<file path="config.mk">
export PLATFORM = sky130hd
export DESIGN_NAME = leg_mul
export DESIGN_NICKNAME = d
export VERILOG_FILES = /design/src/hdl/leg_pkg.sv /design/src/hdl/leg_mul.sv
export SDC_FILE = /design/constraint.sdc
export NUM_CORES = 2
export LEC_CHECK = 0
export BUFFER_PORTS_ARGS = -buffer_cell sky130_fd_sc_hd__buf_2
export CORE_AREA = 5 5 227 229
export CTS_CLUSTER_SIZE = 24
export DETAILED_ROUTE_END_ITERATION = 8
export DIE_AREA = 0 0 232 234
export PLACE_DENSITY = 0.86
export SLEW_MARGIN = 20
export SYNTH_ARGS = -nofsm -noshare
export SYNTH_HDL_FRONTEND = slang
export SYNTH_SLANG_ARGS = --single-unit
</file>
<file path="constraint.sdc">
create_clock -name clk -period 14.1 [get_ports clk]
set_input_delay 1.41 -clock clk [delete_from_list [all_inputs] [get_ports clk]]
set_output_delay 1.41 -clock clk [all_outputs]
set_load 0.02 [all_outputs]
</file>
<file path="src/hdl/leg_pkg.sv">
// shared constants, types and helper functions of the legendre evaluator
package leg_pkg;

  // default highest degree that the recurrence runs to
  localparam int unsigned MAX_DEGREE_DEF = 16;

  // word widths: running values, wide accumulators, multiplier operands
  localparam int RUN_W = 52;
  localparam int ACC_W = 64;
  localparam int MUL_W = 32;
  localparam int FRAC  = 30;

  // field widths
  localparam int POINT_W  = 32;
  localparam int VALUE_W  = 32;
  localparam int D1_W     = 39;
  localparam int D2_W     = 45;
  localparam int DEGREE_W = 5;

  // fixed point constants (q30)
  localparam logic signed [ACC_W-1:0] Q_ONE       = 64'sd1073741824;
  localparam logic signed [ACC_W-1:0] RUN_LIMIT   = 64'sd1125899906842624;
  localparam logic signed [ACC_W-1:0] VALUE_LIMIT = 64'sd1073741824;
  localparam logic signed [ACC_W-1:0] D1_LIMIT    = 64'sd146028888064;
  localparam logic signed [ACC_W-1:0] D2_LIMIT    = 64'sd9856732282880;
  localparam logic [ACC_W-1:0]        ROUND_HALF  = 64'd536870912;
  localparam logic [DEGREE_W-1:0]     DEGREE_RST  = 5'd2;

  // sequencer states
  typedef enum logic [10:0] {
    ST_IDLE  = 11'b00000000001,
    ST_XLO   = 11'b00000000010,
    ST_XHI   = 11'b00000000100,
    ST_XSUM  = 11'b00000001000,
    ST_ADDE  = 11'b00000010000,
    ST_SCALE = 11'b00000100000,
    ST_RLO   = 11'b00001000000,
    ST_RHI   = 11'b00010000000,
    ST_RSUM  = 11'b00100000000,
    ST_ADV   = 11'b01000000000,
    ST_DONE  = 11'b10000000000
  } state_t;

  // which running value (0 value, 1 first, 2 second derivative)
  localparam logic [1:0] SEL_VAL = 2'd0;
  localparam logic [1:0] SEL_D1  = 2'd1;
  localparam logic [1:0] SEL_D2  = 2'd2;

  // sequencer to datapath control
  typedef struct packed {
    state_t     state;
    logic [1:0] k;
  } seq_ctrl_t;

  // q30 reciprocal round(2^30 / i) for the loop index
  function automatic logic [29:0] recip_q30(input logic [5:0] i);
    logic [29:0] r;
    begin
      unique case (i)
        6'd2:    r = 30'd536870912;
        6'd3:    r = 30'd357913941;
        6'd4:    r = 30'd268435456;
        6'd5:    r = 30'd214748365;
        6'd6:    r = 30'd178956971;
        6'd7:    r = 30'd153391689;
        6'd8:    r = 30'd134217728;
        6'd9:    r = 30'd119304647;
        6'd10:   r = 30'd107374182;
        6'd11:   r = 30'd97612893;
        6'd12:   r = 30'd89478485;
        6'd13:   r = 30'd82595525;
        6'd14:   r = 30'd76695845;
        6'd15:   r = 30'd71582788;
        6'd16:   r = 30'd67108864;
        6'd17:   r = 30'd63161284;
        6'd18:   r = 30'd59652324;
        6'd19:   r = 30'd56512728;
        6'd20:   r = 30'd53687091;
        6'd21:   r = 30'd51130563;
        6'd22:   r = 30'd48806447;
        6'd23:   r = 30'd46684427;
        6'd24:   r = 30'd44739243;
        6'd25:   r = 30'd42949673;
        6'd26:   r = 30'd41297762;
        6'd27:   r = 30'd39768216;
        6'd28:   r = 30'd38347922;
        6'd29:   r = 30'd37025580;
        6'd30:   r = 30'd35791394;
        6'd31:   r = 30'd34636833;
        6'd32:   r = 30'd33554432;
        default: r = 30'd0;
      endcase
      return r;
    end
  endfunction

  // symmetric saturation
  function automatic logic signed [ACC_W-1:0] clamp_sym(
    input logic signed [ACC_W-1:0] v,
    input logic signed [ACC_W-1:0] lim
  );
    logic signed [ACC_W-1:0] o;
    begin
      if (v > lim) o = lim;
      else if (v < -lim) o = -lim;
      else o = v;
      return o;
    end
  endfunction

  // magnitude of a signed word
  function automatic logic [ACC_W-1:0] abs_w(input logic signed [ACC_W-1:0] v);
    logic [ACC_W-1:0] o;
    begin
      o = v[ACC_W-1] ? ACC_W'(-v) : ACC_W'(v);
      return o;
    end
  endfunction

endpackage

</file>
<file path="src/hdl/leg_mul.sv">
// shared unsigned 32x32 multiplier with registered product
module leg_mul (
  input  logic                             clk,
  input  logic [leg_pkg::MUL_W-1:0]        a,
  input  logic [leg_pkg::MUL_W-1:0]        b,
  output logic [2*leg_pkg::MUL_W-1:0]      prod
);

  // one partial product per cycle
  always_ff @(posedge clk) begin
    prod <= a * b;
  end

endmodule

</file>
==> run summary <==
total track usage = 34.6%
GRT overflow = 0
Fmax achieved = 0.113 GHz
Hold Fails Final Rpt = 0
H-tree levels = 3
outcome = completed
die area = 54300 um^2
vias = 25612
Slew HR = 47.6%
Final Max Slew Viols = 0
HPWL after DPL = 71.0 mm
vias per cell = 5.89
measured slew at the worst slew-check pin = 0.785 ns
Yosys top cell area share = 51.7%
worst min-delay path class = in2reg
# setup viols final = 0
iteration count of the initial detailed-routing pass = 6
worst setup path start = a[25]
Synth area leader = fa_1
antenna-violating nets left = 0
post-synthesis cell count = 3748
vias in the first global route = 29185
number of placement rows = 82
most flop-heavy register = prod
Worst Setup End Kind = register
Remaining DRCs = 0
Startpoint Class = primary input
mean post-synth cell area = 9.25 um^2
Total Wirelength = 89.2 mm
crit-path max FO = 32
initial antenna violation count = 6
Initial Util = 70.1%
setup repair bufs after CTS = 0
fin crit period = 8.88 ns
Async SR Flop Fraction = 0%
Largest regs = prod (64)
Boundary Pins = 129
max FFs per register = 64
wire per inst = 20.5 um
PortBufs = 128
initial DRC count = 1999
Setup CP Type = in2reg
quantity of hold-fixing buffers added after cts = 0
synth top area cells = fa_1 (52%), and2_1 (11%), ha_1 (9.5%), inv_1 (9.4%), nand2_1 (5.2%)
post-synth design cell area = 34700 um^2
unrepaired setup endpoints after global routing = no
post-synth net total = 4972
crit share post-route = 63.0%
die width = 232 um
PostCTS Resize Cnt = 0
synthesis-stage register bit count = 64
GP Congestion = 0.951
Worst-path clk slew = 0.06 ns
count of different cell masters after synthesis = 57
register area share after synthesis = 3.69%
largest net degree at the start of global routing = 33
Critical Path AT = 9.14 ns
NumNets Final = 4895
CTS tree = yes
MaxCap Viol Count = 0
EDFF count, synth = 0
Root Driver = clkbuf_16
CTS Buf Count = 9
first-pass GRT wire length = 147 mm
Setup TNS = 0 ns
die height = 234 um
Clock Tree Buf Depth = 2
Core ar. = 49500 um^2
layout cells sized above 1 = 4.49%
clk sinks = 64
synth warn = 0
CP required = 14.37 ns
Synth Flop Type = dfxtp_1
Hold Crit Start = b[0]
Layout area overhead = 2.91%
[layout make-up]
cell class,count,area [um^2]
sequential,64,1280
fill,3607,13800
tap,672,841
clock buffer,9,225
timing repair buffer,132,671
inverter,865,3250
multi-input combinational,2599,29300
antenna,2,5.00
clock inverter,7,100
[worst max-delay path, stage by stage]
cell	delay, ns
buf_2	0.53
nand2_1	0.17
fa_1	0.56
inv_1	0.05
fa_1	0.53
inv_1	0.05
fa_1	0.52
inv_1	0.05
fa_1	0.49
fa_1	0.59
fa_1	0.43
fa_1	0.48
inv_1	0.05
fa_1	0.49
inv_1	0.05
ha_1	0.42
nand4_1	0.23
or4_1	0.47
or3_1	0.35
a31oi_1	0.45
a31o_2	0.29
a211oi_1	0.13
o21ai_1	0.17
xor2_1	0.15
[worst paths after layout]
check                     endpoint  slack, ns  cells after the start
hold / removal     prod[0]$_DFF_P_       1.74                      2
setup / recovery  prod[62]$_DFF_P_       5.22                     24
[cells in the mapped netlist, types with 3 or more instances]
master,count
o21ai_0,21
nor3_1,7
nor2_1,20
and3_1,14
xor2_1,25
buf_2,6
nand4_1,23
or2_2,3
clkbuf_1,213
o21ai_1,5
a21oi_1,63
nand3_1,10
o21a_1,9
ha_1,263
a221oi_4,3
a211oi_1,3
xnor2_1,35
dfxtp_1,64
or4_1,3
inv_1,865
and4_1,3
o221ai_1,3
a31oi_1,12
a21oi_2,3
a221o_1,4
fa_1,896
nand2_1,480
o31ai_4,3
a21o_1,40
a21boi_1,3
o21bai_1,10
or3_1,3
and2_1,602
[logic make-up (layout without fill, tap and decap cells)]
logic type / Yosys count / count (layout) / synth area share [%]
AOI/OAI and AO/OA: 202 / 202 / 4.15
xor gates and xnor gates: 60 / 60 / 1.52
adders and majority gates: 1159 / 1159 / 61.2
buffers and inverters: 1085 / 1013 / 11.8
DFF: 64 / 64 / 3.69
muxes: 1 / 1 / 0.0289
other: 0 / 2 / 0
and+or+nand+nor: 1177 / 1177 / 17.6
[stage by stage]
step / worst slack [ns] / utilization, % / cell area (um^2) / hold slack [ns] / cells
after floorplan: 5.94 / - / 34700 / 1.54 / 3748
after global placement: 5.08 / 71.5 / 35400 / 1.83 / 4332
after detailed placement: 5.01 / 71.5 / 35400 / 1.83 / 4332
after CTS: 5.35 / 72.1 / 35700 / 1.72 / 4348
after global routing: 4.87 / 72.2 / 35700 / 1.74 / 4350
final: 5.22 / 72.2 / 35700 / 1.74 / 4350
[metal layers]
metal  vias to the layer above  global-route usage, %  part of all wire (%)  wire length [um]
li1                      10687                      -                     -                 -
met1                     13053                   40.2                    34             30000
met2                      1408                   59.3                    50             44800
met3                       458                   5.41                   7.4              6640
met4                         6                   23.7                   8.6              7700
met5                         -                      0                 0.046                41
[layout by cell type (no fill, tap or decap), types with 9 or more instances in the layout]
master | Yosys | routed
a31oi_1 | 12 | 12
a21oi_1 | 63 | 63
inv_1 | 865 | 865
o21ai_0 | 21 | 21
nand3_1 | 10 | 10
buf_2 | 6 | 128
o21bai_1 | 10 | 10
nand2_1 | 480 | 480
and2_1 | 602 | 602
nor2_1 | 20 | 20
xor2_1 | 25 | 25
dfxtp_1 | 64 | 64
fa_1 | 896 | 896
o21a_1 | 9 | 9
and3_1 | 14 | 14
ha_1 | 263 | 263
xnor2_1 | 35 | 35
a21o_1 | 40 | 40
nand4_1 | 23 | 23
clkbuf_16 | 0 | 9
Power is not shown: default switching activity piles up to over one toggle a cycle in this logic, so the estimate is an artifact.
