`src/hdl/leg_pkg.sv`:
```
// shared constants, types and helper functions of the legendre evaluator
package leg_pkg;

  // default highest degree that the recurrence runs to
  localparam int unsigned MAX_DEGREE_DEF = 16;

  // word widths: running values, wide accumulators, multiplier operands
  localparam int RUN_W = 52;
  localparam int ACC_W = 64;
  localparam int MUL_W = 32;
  localparam int FRAC  = 30;

  // field widths
  localparam int POINT_W  = 32;
  localparam int VALUE_W  = 32;
  localparam int D1_W     = 39;
  localparam int D2_W     = 45;
  localparam int DEGREE_W = 5;

  // fixed point constants (q30)
  localparam logic signed [ACC_W-1:0] Q_ONE       = 64'sd1073741824;
  localparam logic signed [ACC_W-1:0] RUN_LIMIT   = 64'sd1125899906842624;
  localparam logic signed [ACC_W-1:0] VALUE_LIMIT = 64'sd1073741824;
  localparam logic signed [ACC_W-1:0] D1_LIMIT    = 64'sd146028888064;
  localparam logic signed [ACC_W-1:0] D2_LIMIT    = 64'sd9856732282880;
  localparam logic [ACC_W-1:0]        ROUND_HALF  = 64'd536870912;
  localparam logic [DEGREE_W-1:0]     DEGREE_RST  = 5'd2;

  // sequencer states
  typedef enum logic [10:0] {
    ST_IDLE  = 11'b00000000001,
    ST_XLO   = 11'b00000000010,
    ST_XHI   = 11'b00000000100,
    ST_XSUM  = 11'b00000001000,
    ST_ADDE  = 11'b00000010000,
    ST_SCALE = 11'b00000100000,
    ST_RLO   = 11'b00001000000,
    ST_RHI   = 11'b00010000000,
    ST_RSUM  = 11'b00100000000,
    ST_ADV   = 11'b01000000000,
    ST_DONE  = 11'b10000000000
  } state_t;

  // which running value (0 value, 1 first, 2 second derivative)
  localparam logic [1:0] SEL_VAL = 2'd0;
  localparam logic [1:0] SEL_D1  = 2'd1;
  localparam logic [1:0] SEL_D2  = 2'd2;

  // sequencer to datapath control
  typedef struct packed {
    state_t     state;
    logic [1:0] k;
  } seq_ctrl_t;

  // q30 reciprocal round(2^30 / i) for the loop index
  function automatic logic [29:0] recip_q30(input logic [5:0] i);
    logic [29:0] r;
    begin
      unique case (i)
        6'd2:    r = 30'd536870912;
        6'd3:    r = 30'd357913941;
        6'd4:    r = 30'd268435456;
        6'd5:    r = 30'd214748365;
        6'd6:    r = 30'd178956971;
        6'd7:    r = 30'd153391689;
        6'd8:    r = 30'd134217728;
        6'd9:    r = 30'd119304647;
        6'd10:   r = 30'd107374182;
        6'd11:   r = 30'd97612893;
        6'd12:   r = 30'd89478485;
        6'd13:   r = 30'd82595525;
        6'd14:   r = 30'd76695845;
        6'd15:   r = 30'd71582788;
        6'd16:   r = 30'd67108864;
        6'd17:   r = 30'd63161284;
        6'd18:   r = 30'd59652324;
        6'd19:   r = 30'd56512728;
        6'd20:   r = 30'd53687091;
        6'd21:   r = 30'd51130563;
        6'd22:   r = 30'd48806447;
        6'd23:   r = 30'd46684427;
        6'd24:   r = 30'd44739243;
        6'd25:   r = 30'd42949673;
        6'd26:   r = 30'd41297762;
        6'd27:   r = 30'd39768216;
        6'd28:   r = 30'd38347922;
        6'd29:   r = 30'd37025580;
        6'd30:   r = 30'd35791394;
        6'd31:   r = 30'd34636833;
        6'd32:   r = 30'd33554432;
        default: r = 30'd0;
      endcase
      return r;
    end
  endfunction

  // symmetric saturation
  function automatic logic signed [ACC_W-1:0] clamp_sym(
    input logic signed [ACC_W-1:0] v,
    input logic signed [ACC_W-1:0] lim
  );
    logic signed [ACC_W-1:0] o;
    begin
      if (v > lim) o = lim;
      else if (v < -lim) o = -lim;
      else o = v;
      return o;
    end
  endfunction

  // magnitude of a signed word
  function automatic logic [ACC_W-1:0] abs_w(input logic signed [ACC_W-1:0] v);
    logic [ACC_W-1:0] o;
    begin
      o = v[ACC_W-1] ? ACC_W'(-v) : ACC_W'(v);
      return o;
    end
  endfunction

endpackage

```
`src/hdl/leg_seq.sv`:
```
// sequencer: walks the recurrence steps and the three running values
module leg_seq #(
  parameter int unsigned MAX_DEGREE = leg_pkg::MAX_DEGREE_DEF
) (
  input  logic                                clk,
  input  logic                                rst,
  input  logic                                go,
  input  logic [$clog2(MAX_DEGREE+1)-1:0]     n,
  output leg_pkg::seq_ctrl_t                  ctrl,
  output logic [$clog2(MAX_DEGREE+1)-1:0]     i,
  output logic                                busy
);

  localparam int IW = $clog2(MAX_DEGREE + 1);

  leg_pkg::state_t state, state_next;
  logic [1:0]      k, k_next;
  logic [IW-1:0]   i_next;
  logic [IW-1:0]   n_q;

  // next state
  always_comb begin
    state_next = state;
    k_next     = k;
    i_next     = i;
    unique case (state)
      leg_pkg::ST_IDLE: begin
        if (go) begin
          k_next = leg_pkg::SEL_VAL;
          i_next = IW'(2);
          state_next = (n < IW'(2)) ? leg_pkg::ST_DONE : leg_pkg::ST_XLO;
        end
      end
      leg_pkg::ST_XLO:   state_next = leg_pkg::ST_XHI;
      leg_pkg::ST_XHI:   state_next = leg_pkg::ST_XSUM;
      leg_pkg::ST_XSUM:  state_next = leg_pkg::ST_ADDE;
      leg_pkg::ST_ADDE:  state_next = leg_pkg::ST_SCALE;
      leg_pkg::ST_SCALE: state_next = leg_pkg::ST_RLO;
      leg_pkg::ST_RLO:   state_next = leg_pkg::ST_RHI;
      leg_pkg::ST_RHI:   state_next = leg_pkg::ST_RSUM;
      leg_pkg::ST_RSUM: begin
        if (k == leg_pkg::SEL_D2) begin
          k_next = leg_pkg::SEL_VAL;
          state_next = leg_pkg::ST_ADV;
        end else begin
          k_next = k + 2'd1;
          state_next = leg_pkg::ST_XLO;
        end
      end
      leg_pkg::ST_ADV: begin
        if (i == n_q) begin
          state_next = leg_pkg::ST_DONE;
        end else begin
          i_next = i + IW'(1);
          state_next = leg_pkg::ST_XLO;
        end
      end
      leg_pkg::ST_DONE:  state_next = leg_pkg::ST_IDLE;
      default:           state_next = leg_pkg::ST_IDLE;
    endcase
  end

  // state registers
  always_ff @(posedge clk) begin
    if (rst) begin
      state <= leg_pkg::ST_IDLE;
      k     <= leg_pkg::SEL_VAL;
      i     <= IW'(2);
    end else begin
      state <= state_next;
      k     <= k_next;
      i     <= i_next;
    end
  end

  // degree of the item in flight
  always_ff @(posedge clk) begin
    if (go) begin
      n_q <= n;
    end
  end

  assign ctrl.state = state;
  assign ctrl.k     = k;
  assign busy       = (state != leg_pkg::ST_IDLE);

endmodule

```
`config.mk`:
```
export PLATFORM = sky130hd
export DESIGN_NAME = leg_seq
export DESIGN_NICKNAME = d
export VERILOG_FILES = /design/src/hdl/leg_pkg.sv /design/src/hdl/leg_seq.sv
export SDC_FILE = /design/constraint.sdc
export NUM_CORES = 1
export LEC_CHECK = 0
export ABC_AREA = 1
export BUFFER_PORTS_ARGS = -buffer_cell sky130_fd_sc_hd__buf_4
export CAP_MARGIN = 20
export CORE_ASPECT_RATIO = 1.5
export CORE_MARGIN = 2
export CORE_UTILIZATION = 47
export DETAILED_ROUTE_END_ITERATION = 16
export PLACE_DENSITY = 0.74
export RECOVER_POWER = 25
export SYNTH_ARGS = -nofsm -noshare
export SYNTH_HDL_FRONTEND = slang
export SYNTH_SLANG_ARGS = --single-unit
export TNS_END_PERCENT = 50
```
`constraint.sdc`:
```
create_clock -name clk -period 1.27 [get_ports clk]
set_input_delay 0.127 -clock clk [delete_from_list [all_inputs] [get_ports clk]]
set_output_delay 0.127 -clock clk [all_outputs]
set_load 0.01 [all_outputs]
```
==> results.toml <==
[sta]
fin_tns_setup_ns = -2.02
hold_viol = 0
slew_headroom_pct = 81.0
setup_viol = 15
setup_slack_ns = -0.234
maxSlewViolCount = 0
fin_hold_ws_ns = 0.0338
min_period_ns = 1.50
max_freq_mhz = 665
fin_skew_ns = 0.0140
period_share_pct = 118
tightestPinTransition_ns = 0.283
rsz0062_at_grt = "yes"

[finish]
num_antenna_cells = 0
drive_gt1_share_pct = 46.1
layout_commonest_cell = "buf_4"
fin_nets = 253
area_growth_pct = 58.5
final_cell_mix = "buf_4, nand2_1, inv_1, nor2_1, nand3_1"

[floorplan]
row_count = 22
ios = 27
dieHeight_um = 66.1
start_util_pct = 49.4
core_region_area_mm2 = 0.00245
die_width_um = 45.4
design.die.area_mm2 = 0.00300

[clock_tree]
cts_sinks = 23
cts_buffers = 3
clock_path_buffers = 2
cts_tree = "done"
clk_pin_slew_ns = 0.14
h-tree-depth = 1
insertion_delay_ns = 0.32
root_buffer = "clkbuf_4"

[yosys]
yosysSeqAreaShare_pct = 42.2
ys.warnings.count = 0
synth_nets = 182
synth_compound_area_share_pct = 3.21
synthSimpleGateAreaFrac_pct = 44.3
syn_inst = 173
synth_xor_area_share_pct = 0.724
syn_area_mm2 = 0.00121
synth_top_family_by_area = "simple AND/OR/NAND/NOR gates"
synth.avg_cell_area_um2 = 6.99
muxShareOfSynthArea_pct = 0
synth-seq-cells = 23
yosysUniqueCellTypes = 25
synth_adder_area_share_pct = 1.03

[run_status]
outcome = "finished, violations left"
violations = "negative setup slack"

[worst_setup_path]
worstPathArrival_ns = 1.38
endpoint = "busy"
r2r_start = "state[10]"
start_kind = "flip-flop"
rrSetupSlack_ns = -0.22
critPathMaxFanout = 2
r2r_cells = 11
cp-end-kind = "output port"
worstReg2RegEnd = "i[0]"
startpoint = "state[10]"
timing_worst_setup_path_type = "flip-flop to output port"
critPathRequiredTime_ns = 1.14

[routing]
drc = 0
final_antenna_net_count = 0
drt-initial-drc-count = 26
num_vias = 1397
dr.pass1.iters = 4
routed_via_density = 5.23
drt-total-wl_mm = 3.87
post_drt_wl_per_cell_um = 14.5

[job]
maxCapViolations = 0

[power]
ir_drop_mv = 1.05
power.leakage_nw = 0.990
power.density_mw_per_mm2 = 1450
p_total_w = 0.00277

[global_route]
grt_max_degree = 13
grt_pass1_vias = 1285
overflow = 0
grt_usage_pct = 25.2
antenna_found_initial = 0
grt_pass1_wl_mm = 5.47

[min_path]
worstHoldStart = "rst"
hold_path_class = "input port to flip-flop"

[place]
place.gp.congestion = 0.802
io_buffers = 26
dp_hpwl_mm = 2.48
[area by class of cell]
cell class	count	area [um^2]
Tap cell	24	30.0
Timing Repair Buffer	66	523
Sequential cell	23	524
Multi-Input combinational cell	123	703
Fill cell	168	532
Clock buffer	4	26.3
Inverter	27	111
[kinds of logic (layout without fill, tap and decap cells)]
logic type                 Yosys count  in the layout
AOI/OAI and AO/OA                    7              7
xor gates and xnor gates             1              1
DFF                                 23             23
and+or+nand+nor                    114            114
adders and majority gates            1              1
buffers and inverters               27             97
[cells in the mapped netlist, drive strengths merged]
cell | count | area (um^2)
ha | 1 | 12.5
a21oi | 3 | 15.0
nand2 | 54 | 235
dfxtp | 18 | 360
edfxtp | 5 | 150
inv | 27 | 104
xnor2 | 1 | 8.76
nand4 | 1 | 6.26
nor4 | 2 | 12.5
nand3 | 12 | 65.1
nor3 | 7 | 35.0
o22ai | 1 | 6.26
or2 | 2 | 12.5
o21ai | 2 | 10.0
nand3b | 2 | 18.8
nor2 | 34 | 150
o211ai | 1 | 7.51
[what timing repair did]
item | 4_1_cts | 5_1_grt
setup buffers | 3 | 1
hold buffers | 5 | 0
pin swaps | 4 | 12
hold endpoints to repair | 5 | 0
endpoints found under the setup margin | 14 | 18
resized for setup | 13 | 29
[state kept, by name (all words and copies together) (netlist names)]
signal,flops
i,5
k,2
n_q,5
state,11
[through the flow]
stage                     area [um^2]  utilization [%]  setup slack (ns)  instances
after floorplan                  1220                -           0.00193        173
after global placement           1670             68.3           -0.0718        254
after detailed placement         1670             68.3            -0.115        254
after CTS                        1820             74.4            -0.172        266
after global routing             1920             78.3            -0.340        267
final                            1920             78.3            -0.234        267
[layer usage]
| metal | share of wire, % | wire length, um | vias up | global-route usage, % |
|---|---|---|---|---|
| met5 | 0 | 0 | - | 0 |
| met4 | 5.4 | 210 | 0 | 15.1 |
| met3 | 3.2 | 123 | 21 | 1.91 |
| met2 | 57 | 2200 | 47 | 46.1 |
| met1 | 35 | 1340 | 647 | 26.2 |
| li1 | - | - | 682 | - |
[critical path: stages (launching register included)]
cell and delay (ns):
dfxtp_2 0.36, nor2_2 0.13, nand2_2 0.10, nor2_4 0.17, nand2_4 0.07, buf_6 0.11, buf_6 0.11
[power breakdown]
group | leakage [nW] | switching [W] | internal (W)
combinational | 0.777 | 0.000754 | 0.000703
sequential | 0.198 | 0.000113 | 0.000850
clock | 0.0150 | 0.000231 | 0.000123
[how the worst min path moves through the flow]
stage	end	slack, ns	cells past startpoint
after floorplan	state[5]	0.19	1
after global placement	n_q[0]	0.31	1
after detailed placement	n_q[0]	0.31	1
after CTS	state[6]	0.02	2
after global routing	state[6]	0.02	2
final	state[5]	0.03	2
No activity file was read; power rests on OpenSTA's default activity.
